<file path="config.mk">
export PLATFORM = sky130hd
export DESIGN_NAME = eth_ipv4_header_dns_name_parser_core_flat
export DESIGN_NICKNAME = d
export VERILOG_FILES = /design/src/hw/rtl/ethdns_pkg.sv /design/src/hw/rtl/ethdns_ifs.sv /design/src/hw/rtl/ethdns_parser.sv /design/src/hw/rtl/ethdns_result_queue.sv /design/src/hw/rtl/eth_ipv4_header_dns_name_parser_core.sv /design/src/flat_wrapper.sv
export SDC_FILE = /design/constraint.sdc
export NUM_CORES = 2
export LEC_CHECK = 0
export BUFFER_PORTS_ARGS = -buffer_cell sky130_fd_sc_hd__buf_2
export CAP_MARGIN = 20
export CORE_ASPECT_RATIO = 1.1
export CORE_MARGIN = 5
export CORE_UTILIZATION = 59
export DETAILED_ROUTE_END_ITERATION = 16
export GPL_TIMING_DRIVEN = 0
export PLACE_DENSITY = 0.77
export RECOVER_POWER = 100
export SETUP_SLACK_MARGIN = 0.05
export SLEW_MARGIN = 40
export SYNTH_ARGS = -nofsm -noshare
export SYNTH_HDL_FRONTEND = slang
export SYNTH_SLANG_ARGS = --single-unit
</file>
<file path="constraint.sdc">
create_clock -name clk -period 23.9 [get_ports clk]
set_clock_uncertainty 0.15 [all_clocks]
set_input_delay 4.78 -clock clk [delete_from_list [all_inputs] [get_ports clk]]
set_output_delay 4.78 -clock clk [all_outputs]
set_load 0.1 [all_outputs]
</file>
<file path="src/hw/rtl/ethdns_pkg.sv">
// Shared types and constants for the Ethernet/IPv4/UDP header parser with DNS name walk.
// No dependencies; the parser, result queue and top level refer to it by scoped names.
package ethdns_pkg;

  localparam int MAX_FRAME_BYTES_DEF = 65535;
  localparam int QUEUE_DEPTH         = 4;

  localparam logic [15:0] DNS_PORT_RESET = 16'd53;
  localparam logic [7:0]  PROTO_TCP      = 8'd6;
  localparam logic [7:0]  PROTO_UDP      = 8'd17;
  localparam logic [7:0]  PTR_MARK       = 8'hC0;
  localparam logic [7:0]  CHAR_LOW       = 8'd32;
  localparam logic [7:0]  CHAR_HIGH      = 8'd126;
  localparam logic [7:0]  CHAR_DOT       = 8'h2E;
  localparam logic [6:0]  ETH_HDR_BYTES  = 7'd14;
  localparam logic [6:0]  UDP_DNS_HDR    = 7'd20;

  localparam logic KIND_CHAR    = 1'b0;
  localparam logic KIND_SUMMARY = 1'b1;

  typedef struct packed {
    logic        result_kind;
    logic [7:0]  name_char;
    logic [47:0] dest_mac;
    logic [47:0] source_mac;
    logic [31:0] source_ip;
    logic [31:0] dest_ip;
    logic [7:0]  ip_protocol;
    logic [15:0] source_port;
    logic [15:0] dest_port;
    logic        ports_valid;
    logic        name_walked;
    logic        last_of_frame;
  } result_t;

  typedef struct packed {
    logic    valid0;
    logic    valid1;
    result_t item0;
    result_t item1;
  } push_t;

  typedef struct packed {
    logic [$clog2(QUEUE_DEPTH+1)-1:0] count;
  } queue_status_t;

endpackage

</file>
<file path="src/hw/rtl/ethdns_ifs.sv">
// Valid/ready channel interfaces: frame bytes in, results out, configuration writes.
// Depends on nothing; the top level eth_ipv4_header_dns_name_parser_core uses all three.
interface ethdns_byte_if;
  logic        valid;
  logic        ready;
  logic [7:0]  data_byte;
  logic [15:0] capture_length;
  logic        end_of_frame;

  modport source (output valid, data_byte, capture_length, end_of_frame, input ready);
  modport sink   (input valid, data_byte, capture_length, end_of_frame, output ready);
endinterface

interface ethdns_result_if;
  logic        valid;
  logic        ready;
  logic        result_kind;
  logic [7:0]  name_char;
  logic [47:0] dest_mac;
  logic [47:0] source_mac;
  logic [31:0] source_ip;
  logic [31:0] dest_ip;
  logic [7:0]  ip_protocol;
  logic [15:0] source_port;
  logic [15:0] dest_port;
  logic        ports_valid;
  logic        name_walked;
  logic        last_of_frame;

  modport source (output valid, result_kind, name_char, dest_mac, source_mac, source_ip,
                  dest_ip, ip_protocol, source_port, dest_port, ports_valid, name_walked,
                  last_of_frame, input ready);
  modport sink   (input valid, result_kind, name_char, dest_mac, source_mac, source_ip,
                  dest_ip, ip_protocol, source_port, dest_port, ports_valid, name_walked,
                  last_of_frame, output ready);
endinterface

interface ethdns_cfg_if;
  logic        valid;
  logic        ready;
  logic [15:0] name_service_port;

  modport source (output valid, name_service_port, input ready);
  modport sink   (input valid, name_service_port, output ready);
endinterface

</file>
<file path="src/hw/rtl/ethdns_parser.sv">
// Per-byte frame parser: field capture at fixed offsets and the DNS query name walk.
// Depends on ethdns_pkg; produces up to two results per byte as a push_t.
module ethdns_parser #(
  parameter int MAX_FRAME_BYTES = ethdns_pkg::MAX_FRAME_BYTES_DEF
) (
  input  logic                clk,
  input  logic                rst,
  input  logic                advance,
  input  logic [7:0]          data_byte,
  input  logic [15:0]         capture_length,
  input  logic                end_of_frame,
  input  logic [15:0]         service_port,
  output ethdns_pkg::push_t   push
);

  localparam int PosW = $clog2(MAX_FRAME_BYTES + 1);
  localparam logic [PosW-1:0] PosMax = PosW'(MAX_FRAME_BYTES);
  localparam logic [15:0]     CapMax = 16'(MAX_FRAME_BYTES);

  localparam logic [1:0] PH_IDLE  = 2'd0;
  localparam logic [1:0] PH_LEN   = 2'd1;
  localparam logic [1:0] PH_LABEL = 2'd2;
  localparam logic [1:0] PH_DONE  = 2'd3;

  logic [PosW-1:0] byte_position, byte_position_next;
  logic [47:0]     dest_mac, dest_mac_next;
  logic [47:0]     source_mac, source_mac_next;
  logic [3:0]      header_words, header_words_next;
  logic [7:0]      protocol, protocol_next;
  logic [31:0]     source_ip, source_ip_next;
  logic [31:0]     dest_ip, dest_ip_next;
  logic [15:0]     source_port, source_port_next;
  logic [15:0]     dest_port, dest_port_next;
  logic [1:0]      walk_phase, walk_phase_next;
  logic [7:0]      label_remaining, label_remaining_next;
  logic            name_started, name_started_next;

  logic            first;
  logic [16:0]     p17;
  logic [15:0]     cap;
  logic [6:0]      port_off, name_off;
  logic            port_match, walked, ports_ok;
  logic            emit;
  logic [7:0]      emit_char;
  logic [7:0]      rem_dec;
  ethdns_pkg::result_t char_res, sum_res;

  always_comb begin
    first = (byte_position == '0);
    p17   = 17'(byte_position);
    cap   = (capture_length > CapMax) ? CapMax : capture_length;

    // Start each frame from cleared fields
    dest_mac_next        = first ? '0 : dest_mac;
    source_mac_next      = first ? '0 : source_mac;
    header_words_next    = first ? '0 : header_words;
    protocol_next        = first ? '0 : protocol;
    source_ip_next       = first ? '0 : source_ip;
    dest_ip_next         = first ? '0 : dest_ip;
    source_port_next     = first ? '0 : source_port;
    dest_port_next       = first ? '0 : dest_port;
    walk_phase_next      = first ? PH_IDLE : walk_phase;
    label_remaining_next = first ? '0 : label_remaining;
    name_started_next    = first ? 1'b0 : name_started;

    if (p17 < 17'd6) begin
      dest_mac_next = {dest_mac_next[39:0], data_byte};
    end else if (p17 < 17'd12) begin
      source_mac_next = {source_mac_next[39:0], data_byte};
    end
    if (p17 == 17'd14) begin
      header_words_next = data_byte[3:0];
    end
    if (p17 == 17'd23) begin
      protocol_next = data_byte;
    end
    if (p17 >= 17'd26 && p17 < 17'd30) begin
      source_ip_next = {source_ip_next[23:0], data_byte};
    end
    if (p17 >= 17'd30 && p17 < 17'd34) begin
      dest_ip_next = {dest_ip_next[23:0], data_byte};
    end

    port_off = ethdns_pkg::ETH_HDR_BYTES + {1'b0, header_words_next, 2'b00};
    name_off = port_off + ethdns_pkg::UDP_DNS_HDR;
    if (p17 >= 17'(port_off) && p17 < 17'(port_off) + 17'd2) begin
      source_port_next = {source_port_next[7:0], data_byte};
    end else if (p17 >= 17'(port_off) + 17'd2 && p17 < 17'(port_off) + 17'd4) begin
      dest_port_next = {dest_port_next[7:0], data_byte};
    end

    port_match = (source_port_next == service_port) || (dest_port_next == service_port);
    walked     = (protocol_next == ethdns_pkg::PROTO_UDP) && port_match
                 && (cap >= 16'(name_off));
    ports_ok   = (protocol_next == ethdns_pkg::PROTO_TCP)
                 || (protocol_next == ethdns_pkg::PROTO_UDP);

    if (walk_phase_next == PH_IDLE && p17 == 17'(name_off) && walked) begin
      walk_phase_next = PH_LEN;
    end

    emit      = 1'b0;
    emit_char = data_byte;
    rem_dec   = label_remaining_next - 8'd1;
    case (walk_phase_next)
      PH_LEN: begin
        if (p17 >= 17'(cap) || data_byte == 8'd0
            || (data_byte & ethdns_pkg::PTR_MARK) == ethdns_pkg::PTR_MARK) begin
          walk_phase_next = PH_DONE;
        end else if (p17 + 17'd1 + 17'(data_byte) <= 17'(cap)) begin
          // Dot goes before every label after the first printed character
          emit                 = name_started_next;
          emit_char            = ethdns_pkg::CHAR_DOT;
          walk_phase_next      = PH_LABEL;
          label_remaining_next = data_byte;
        end else begin
          walk_phase_next = PH_DONE;
        end
      end
      PH_LABEL: begin
        if (data_byte >= ethdns_pkg::CHAR_LOW && data_byte <= ethdns_pkg::CHAR_HIGH) begin
          emit              = 1'b1;
          name_started_next = 1'b1;
        end
        label_remaining_next = rem_dec;
        if (rem_dec == 8'd0) begin
          walk_phase_next = PH_LEN;
        end
      end
      default: begin
      end
    endcase

    if (end_of_frame) begin
      byte_position_next = '0;
    end else if (byte_position < PosMax) begin
      byte_position_next = byte_position + 1'b1;
    end else begin
      byte_position_next = byte_position;
    end

    char_res             = '0;
    char_res.result_kind = ethdns_pkg::KIND_CHAR;
    char_res.name_char   = emit_char;

    sum_res               = '0;
    sum_res.result_kind   = ethdns_pkg::KIND_SUMMARY;
    sum_res.dest_mac      = dest_mac_next;
    sum_res.source_mac    = source_mac_next;
    sum_res.source_ip     = source_ip_next;
    sum_res.dest_ip       = dest_ip_next;
    sum_res.ip_protocol   = protocol_next;
    sum_res.source_port   = ports_ok ? source_port_next : 16'd0;
    sum_res.dest_port     = ports_ok ? dest_port_next : 16'd0;
    sum_res.ports_valid   = ports_ok;
    sum_res.name_walked   = walked;
    sum_res.last_of_frame = 1'b1;

    push.valid0 = advance && (emit || end_of_frame);
    push.valid1 = advance && emit && end_of_frame;
    push.item0  = emit ? char_res : sum_res;
    push.item1  = sum_res;
  end

  always_ff @(posedge clk) begin
    if (rst) begin
      byte_position <= '0;
    end else if (advance) begin
      byte_position <= byte_position_next;
    end
  end

  always_ff @(posedge clk) begin
    if (advance) begin
      dest_mac        <= dest_mac_next;
      source_mac      <= source_mac_next;
      header_words    <= header_words_next;
      protocol        <= protocol_next;
      source_ip       <= source_ip_next;
      dest_ip         <= dest_ip_next;
      source_port     <= source_port_next;
      dest_port       <= dest_port_next;
      walk_phase      <= walk_phase_next;
      label_remaining <= label_remaining_next;
      name_started    <= name_started_next;
    end
  end

endmodule

</file>
<file path="src/hw/rtl/ethdns_result_queue.sv">
// Small result queue taking up to two ordered results per cycle, releasing one per cycle on pop.
// Depends on ethdns_pkg for result_t, push_t and queue_status_t.
module ethdns_result_queue (
  input  logic                        clk,
  input  logic                        rst,
  input  ethdns_pkg::push_t           push,
  input  logic                        pop,
  output logic                        head_valid,
  output ethdns_pkg::result_t         head,
  output ethdns_pkg::queue_status_t   status
);

  localparam int Depth = ethdns_pkg::QUEUE_DEPTH;
  localparam int PtrW  = $clog2(Depth);
  localparam int CntW  = $clog2(Depth + 1);

  ethdns_pkg::result_t mem [Depth];
  logic [PtrW-1:0] wr_ptr, rd_ptr;
  logic [CntW-1:0] count;
  logic [PtrW-1:0] wr_ptr_b;
  logic [CntW-1:0] n_push;
  logic            do_pop;

  always_comb begin
    wr_ptr_b   = wr_ptr + 1'b1;
    n_push     = CntW'(push.valid0) + CntW'(push.valid1);
    do_pop     = pop && (count != '0);
    head_valid = (count != '0);
    head       = mem[rd_ptr];
    status.count = count;
  end

  always_ff @(posedge clk) begin
    if (push.valid0) begin
      mem[wr_ptr] <= push.item0;
    end
    if (push.valid1) begin
      mem[wr_ptr_b] <= push.item1;
    end
  end

  always_ff @(posedge clk) begin
    if (rst) begin
      wr_ptr <= '0;
      rd_ptr <= '0;
      count  <= '0;
    end else begin
      wr_ptr <= wr_ptr + PtrW'(n_push);
      if (do_pop) begin
        rd_ptr <= rd_ptr + 1'b1;
      end
      count <= count + n_push - CntW'(do_pop);
    end
  end

endmodule

</file>
<file path="src/hw/rtl/eth_ipv4_header_dns_name_parser_core.sv">
// Top level of the Ethernet/IPv4/UDP header parser with DNS query name extraction.
// Depends on ethdns_pkg, ethdns_ifs (channel interfaces), ethdns_parser, ethdns_result_queue.
//
// Usage:
//   frame  : one captured frame byte per transaction, with the frame's capture length and
//            an end flag on the last byte. The next byte after the end flag starts a new frame.
//   result : name characters (kind 0, dots between labels) and one summary (kind 1) per
//            frame, carrying MACs, IPv4 addresses, protocol, ports and flags.
//   cfg    : writes name_service_port, the UDP port that marks DNS traffic (reset 53).
//            Write it only while no frame bytes are in flight.
// Path: a taken byte is held in the input register, processed by the parser and written into
//   the result queue; its results are offered on the result channel from the queue head.
// Throughput: one byte per cycle while the result queue has room. A frame's last byte that
//   also yields a name character makes two results; the four-entry result queue absorbs
//   the extra one, since the output channel moves one result per cycle.
// Stalls: when the receiver holds ready low the queue fills and frame.ready drops once
//   fewer than two entries are free; nothing is lost.
// Reset: synchronous, active high; clears the byte position, queue and input valid flag,
//   and returns name_service_port to 53.
module eth_ipv4_header_dns_name_parser_core #(
  parameter int MAX_FRAME_BYTES = ethdns_pkg::MAX_FRAME_BYTES_DEF
) (
  input  logic                   clk,
  input  logic                   rst,
  ethdns_byte_if.sink            frame,
  ethdns_result_if.source        result,
  ethdns_cfg_if.sink             cfg
);

  localparam int Depth = ethdns_pkg::QUEUE_DEPTH;
  localparam int CntW  = $clog2(Depth + 1);

  logic        in_valid;
  logic [7:0]  in_data_byte;
  logic [15:0] in_capture_length;
  logic        in_end_of_frame;
  logic [15:0] service_port;
  logic        room;
  logic        advance;

  ethdns_pkg::push_t         push;
  ethdns_pkg::result_t       head;
  ethdns_pkg::queue_status_t q_status;
  logic                      head_valid;

  assign room        = (q_status.count <= CntW'(Depth - 2));
  assign advance     = in_valid && room;
  assign frame.ready = !in_valid || room;
  assign cfg.ready   = 1'b1;

  always_ff @(posedge clk) begin
    if (rst) begin
      in_valid <= 1'b0;
    end else if (frame.ready) begin
      in_valid <= frame.valid;
    end
  end

  always_ff @(posedge clk) begin
    if (frame.ready && frame.valid) begin
      in_data_byte      <= frame.data_byte;
      in_capture_length <= frame.capture_length;
      in_end_of_frame   <= frame.end_of_frame;
    end
  end

  always_ff @(posedge clk) begin
    if (rst) begin
      service_port <= ethdns_pkg::DNS_PORT_RESET;
    end else if (cfg.valid) begin
      service_port <= cfg.name_service_port;
    end
  end

  ethdns_parser #(
    .MAX_FRAME_BYTES(MAX_FRAME_BYTES)
  ) u_parser (
    .clk           (clk),
    .rst           (rst),
    .advance       (advance),
    .data_byte     (in_data_byte),
    .capture_length(in_capture_length),
    .end_of_frame  (in_end_of_frame),
    .service_port  (service_port),
    .push          (push)
  );

  ethdns_result_queue u_queue (
    .clk       (clk),
    .rst       (rst),
    .push      (push),
    .pop       (result.ready),
    .head_valid(head_valid),
    .head      (head),
    .status    (q_status)
  );

  assign result.valid         = head_valid;
  assign result.result_kind   = head.result_kind;
  assign result.name_char     = head.name_char;
  assign result.dest_mac      = head.dest_mac;
  assign result.source_mac    = head.source_mac;
  assign result.source_ip     = head.source_ip;
  assign result.dest_ip       = head.dest_ip;
  assign result.ip_protocol   = head.ip_protocol;
  assign result.source_port   = head.source_port;
  assign result.dest_port     = head.dest_port;
  assign result.ports_valid   = head.ports_valid;
  assign result.name_walked   = head.name_walked;
  assign result.last_of_frame = head.last_of_frame;

  a_queue_bound: assert property (@(posedge clk) disable iff (rst)
    q_status.count <= CntW'(Depth))
    else $error("result queue count beyond depth");

  a_push_room: assert property (@(posedge clk) disable iff (rst)
    advance |-> q_status.count <= CntW'(Depth - 2))
    else $error("byte processed without room for two results");

  a_summary_out: assert property (@(posedge clk) disable iff (rst)
    (advance && in_end_of_frame) |=> result.valid)
    else $error("frame end produced no queued summary");

  a_summary_kind: assert property (@(posedge clk) disable iff (rst)
    (result.valid && result.last_of_frame) |-> result.result_kind)
    else $error("frame summary carries character kind");

endmodule
</file>
<file path="src/flat_wrapper.sv">
// flat-port wrapper written by rule: the top's interface ports become plain ports
module eth_ipv4_header_dns_name_parser_core_flat 
#(
  parameter int MAX_FRAME_BYTES = ethdns_pkg::MAX_FRAME_BYTES_DEF
)
  (clk, rst, frame_valid, frame_data_byte, frame_capture_length, frame_end_of_frame, frame_ready, result_valid, result_result_kind, result_name_char, result_dest_mac, result_source_mac, result_source_ip, result_dest_ip, result_ip_protocol, result_source_port, result_dest_port, result_ports_valid, result_name_walked, result_last_of_frame, result_ready, cfg_valid, cfg_name_service_port, cfg_ready);
  ethdns_byte_if frame_i ();
  ethdns_result_if result_i ();
  ethdns_cfg_if cfg_i ();
  input  logic clk;
  input  logic rst;
  input wire logic [$bits(frame_i.valid)-1:0] frame_valid;
  input wire logic [$bits(frame_i.data_byte)-1:0] frame_data_byte;
  input wire logic [$bits(frame_i.capture_length)-1:0] frame_capture_length;
  input wire logic [$bits(frame_i.end_of_frame)-1:0] frame_end_of_frame;
  output wire logic [$bits(frame_i.ready)-1:0] frame_ready;
  output wire logic [$bits(result_i.valid)-1:0] result_valid;
  output wire logic [$bits(result_i.result_kind)-1:0] result_result_kind;
  output wire logic [$bits(result_i.name_char)-1:0] result_name_char;
  output wire logic [$bits(result_i.dest_mac)-1:0] result_dest_mac;
  output wire logic [$bits(result_i.source_mac)-1:0] result_source_mac;
  output wire logic [$bits(result_i.source_ip)-1:0] result_source_ip;
  output wire logic [$bits(result_i.dest_ip)-1:0] result_dest_ip;
  output wire logic [$bits(result_i.ip_protocol)-1:0] result_ip_protocol;
  output wire logic [$bits(result_i.source_port)-1:0] result_source_port;
  output wire logic [$bits(result_i.dest_port)-1:0] result_dest_port;
  output wire logic [$bits(result_i.ports_valid)-1:0] result_ports_valid;
  output wire logic [$bits(result_i.name_walked)-1:0] result_name_walked;
  output wire logic [$bits(result_i.last_of_frame)-1:0] result_last_of_frame;
  input wire logic [$bits(result_i.ready)-1:0] result_ready;
  input wire logic [$bits(cfg_i.valid)-1:0] cfg_valid;
  input wire logic [$bits(cfg_i.name_service_port)-1:0] cfg_name_service_port;
  output wire logic [$bits(cfg_i.ready)-1:0] cfg_ready;
  assign frame_i.valid = frame_valid;
  assign frame_i.data_byte = frame_data_byte;
  assign frame_i.capture_length = frame_capture_length;
  assign frame_i.end_of_frame = frame_end_of_frame;
  assign frame_ready = frame_i.ready;
  assign result_valid = result_i.valid;
  assign result_result_kind = result_i.result_kind;
  assign result_name_char = result_i.name_char;
  assign result_dest_mac = result_i.dest_mac;
  assign result_source_mac = result_i.source_mac;
  assign result_source_ip = result_i.source_ip;
  assign result_dest_ip = result_i.dest_ip;
  assign result_ip_protocol = result_i.ip_protocol;
  assign result_source_port = result_i.source_port;
  assign result_dest_port = result_i.dest_port;
  assign result_ports_valid = result_i.ports_valid;
  assign result_name_walked = result_i.name_walked;
  assign result_last_of_frame = result_i.last_of_frame;
  assign result_i.ready = result_ready;
  assign cfg_i.valid = cfg_valid;
  assign cfg_i.name_service_port = cfg_name_service_port;
  assign cfg_ready = cfg_i.ready;
  eth_ipv4_header_dns_name_parser_core #(.MAX_FRAME_BYTES(MAX_FRAME_BYTES)) u_core (.clk(clk), .rst(rst), .frame(frame_i), .result(result_i), .cfg(cfg_i));
endmodule
</file>
==> results_dict.tcl <==
set metrics [dict create \
    fin_total_pwr_mw 5.92 \
    core_area_mm2 0.0861 \
    switchingPower_mw 2.32 \
    synth-edff-count 1048 \
    grt_pass1_wl_mm 202 \
    final_area_mm2 0.0568 \
    dp_hpwl_mm 92.1 \
    clock_path_buffers 3 \
    dp_cells 5303 \
    cellPowerDensity_mw_per_mm2 104 \
    route.detailed.drc 0 \
    dpl-instance-area_mm2 0.0550 \
    start_util 0.594 \
    slew_violations 435 \
    hold_viol_final 0 \
    p_int_mw 3.60 \
    crit_path_frequent_cell "clkbuf_1" \
    synthTopCellsByArea "edfxtp_1 (62%), mux4_2 (9.3%), nor2_1 (6.7%)" \
    nFillCells 6325 \
    worst-path-max-fanout 45 \
    p_leak_nw 19.8 \
    gp_congestion 0.942 \
    synth_cell_type_count 90 \
    area_growth_pct 11.1 \
    cts.repair.resized 0 \
    crit_type "flop to flop" \
    fin_crit_ns 16.13 \
    insertion_delay_ns 0.71 \
    synthFlopType "edfxtp_1" \
    synth_top_area_frac 0.616 \
    port_buffers 258 \
    layout_commonest_cell "edfxtp_1" \
    vias 32900 \
    cts_setup_buffers 0 \
    antenna_left 0 \
    wl_per_cell_um 24.3 \
    dp_slack_ns 13.65 \
    r2r_slack_ns 7.77 \
    cts-root-buf "clkbuf_16" \
    syn_area_mm2 0.0511 \
    dr.pass1.iters 6 \
    fp.dieW_um 291 \
    cts_made_buffers 111 \
    synth-warning-count 0 \
    cp_slowest_cell "clkbuf_1" \
    cts_tree "built" \
    vias_per_cell 5.98 \
    grt_usage 0.285 \
    power_frac_comb 0.317 \
    outcome "finished with violations" \
    synth_cells 3832 \
    htreeDepth 3 \
    sw_frac_of_total 0.391 \
    relSlewSlack -1.66 \
    fp.dieH_um 319 \
    async_flop_share 0 \
    layout_common_cells "edfxtp_1 (1048), nor2_1 (912), clkbuf_1 (470), nand2_1 (297), inv_1 (246)" \
    rows 113 \
    setup_violations 0 \
    clkPwrFrac 0.291 \
    p_seq_frac 0.391 \
    drt-initial-drc-count 3868 \
    ys_seq_elements 1126 \
    fin_nets 4376 \
    stdcell_count 5506 \
    setup_ws_ns 7.77 \
    hp-class "flop to flop" \
    ioPinCount 261 \
    yosys.area.top_type "edfxtp_1" \
    ir_drop_mv 0.163 \
    crit_path_max_incr_delay_ns 2.41 \
    grt_max_degree 62 \
    avgSynthCellArea_um2 13.3 \
    postCtsHoldBufs 0 \
    maxCapViolCount 10 \
    tightest_slew_ns 3.99 \
    violations "max-capacitance violations, max-slew violations" \
    fin_crit_sh 0.675 \
    worstSetupStartpointType "flop" \
    fmax_mhz 62.0 \
    required_ns 24.01 \
    cts_sinks 1126 \
    dieArea_mm2 0.0926 \
    rsz0062_at_grt "no" \
    antenna_found_initial 4 \
    end_kind "flop" \
    clkTransAtPathRegs_ns 0.06 \
    crit_arrival_ns 16.24 \
    drive_gt1_frac 0.131 \
    fin_util 0.659 \
    grt_overflow 0 \
    grt_pass1_vias 33400 \
    seq_area_frac_synth 0.646 \
    wl_mm 134 \
]
## power groups by stage
stage	sequential (mW)	clock, mW	combinational [mW]
floorplan	2.35	0	1.57
global placement	2.38	0	1.91
detailed placement	2.35	0	1.94
CTS	2.31	1.74	1.95
global route	2.32	1.83	1.95
finish	2.32	1.73	1.88
## state kept, by name, indices dropped and copies added, names as in the netlist, 16 cells and up, named ones only
| signal | count |
|---|---|
| u_core.u_parser.source_ip | 32 |
| u_core.u_parser.source_mac | 48 |
| u_core.u_queue.mem | 844 |
| u_core.in_capture_length | 16 |
| u_core.u_parser.dest_mac | 48 |
| u_core.u_parser.source_port | 16 |
| u_core.u_parser.byte_position | 16 |
| u_core.service_port | 16 |
| u_core.u_parser.dest_ip | 32 |
| u_core.u_parser.dest_port | 16 |
## path summary, 6_finish.rpt
check / startpoint / end / cells past startpoint
max: u_core.u_parser.byte_position[1]$_SDFFE_PP0P_ / u_core.u_queue.mem[0][56]$_DFFE_PP_ / 30
min: u_core.u_queue.mem[2][0]$_SDFFE_PP1P_ / u_core.u_queue.mem[2][0]$_SDFFE_PP1P_ / 1
max reg2reg: u_core.u_parser.byte_position[1]$_SDFFE_PP0P_ / u_core.u_queue.mem[0][56]$_DFFE_PP_ / 30
min reg2reg: u_core.u_queue.mem[2][0]$_SDFFE_PP1P_ / u_core.u_queue.mem[2][0]$_SDFFE_PP1P_ / 1
## final cells by class
cell class,count,area (um2),area share
Antenna cell,1,2.50,0.0000441
Timing Repair Buffer,320,1280,0.0226
Clock buffer,142,3080,0.0543
Inverter,249,937,0.0165
Sequential cell,1126,33000,0.582
Tap cell,1150,1440,0.0253
Clock inverter,60,503,0.00886
Buffer,235,922,0.0162
Multi-Input combinational cell,2223,15600,0.274
## logic make-up after synthesis
family / after synthesis / share of synthesized area
xor+xnor: 55 / 0.00943
mux: 318 / 0.115
compound gates: 341 / 0.0475
flops: 1126 / 0.646
buf+inv: 484 / 0.0468
simple gates: 1442 / 0.119
other cells: 1 / 0.0000734
fa+ha+maj: 65 / 0.0162
## per-stage QoR
stage / TNS (ns) / hold slack (ns)
finish: 0 / 0.306
global route: 0 / 0.320
CTS: 0 / 0.306
detailed placement: 0 / 0.288
global placement: -1037.53 / 0.283
floorplan: 0 / 0.269
## synth_stat cells (31+ instances only)
library cell,n
mux2i_1,69
a21o_1,89
xnor2_1,31
nand2_1,297
dfxtp_1,78
inv_1,247
ha_1,62
buf_6,73
mux4_2,211
buf_1,39
or2_2,38
o21ai_0,49
nor2_1,912
a21oi_1,57
nand3_1,35
clkbuf_1,110
mux2_2,34
edfxtp_1,1048
## layer usage
metal / part of all wire / track usage / vias to the layer above
met4: 0.039 / 0.109 / 2
met3: 0.089 / 0.0551 / 298
met5: 0.000097 / 0 / -
met1: 0.37 / 0.376 / 16500
met2: 0.50 / 0.475 / 1552
li1: - / - / 14600
## worst max-delay path, delay by kind of cell, from the launching register on
kind / cells / cell delay (ns)
buffers and inverters: 10 / 7.55
AOI/OAI and AO/OA: 9 / 4.52
and+or+nand+nor: 7 / 2.19
adders and majority gates: 2 / 0.43
DFF: 1 / 0.39
xor gates and xnor gates: 2 / 0.35
Note: power is estimated with default switching activity, not from simulation.
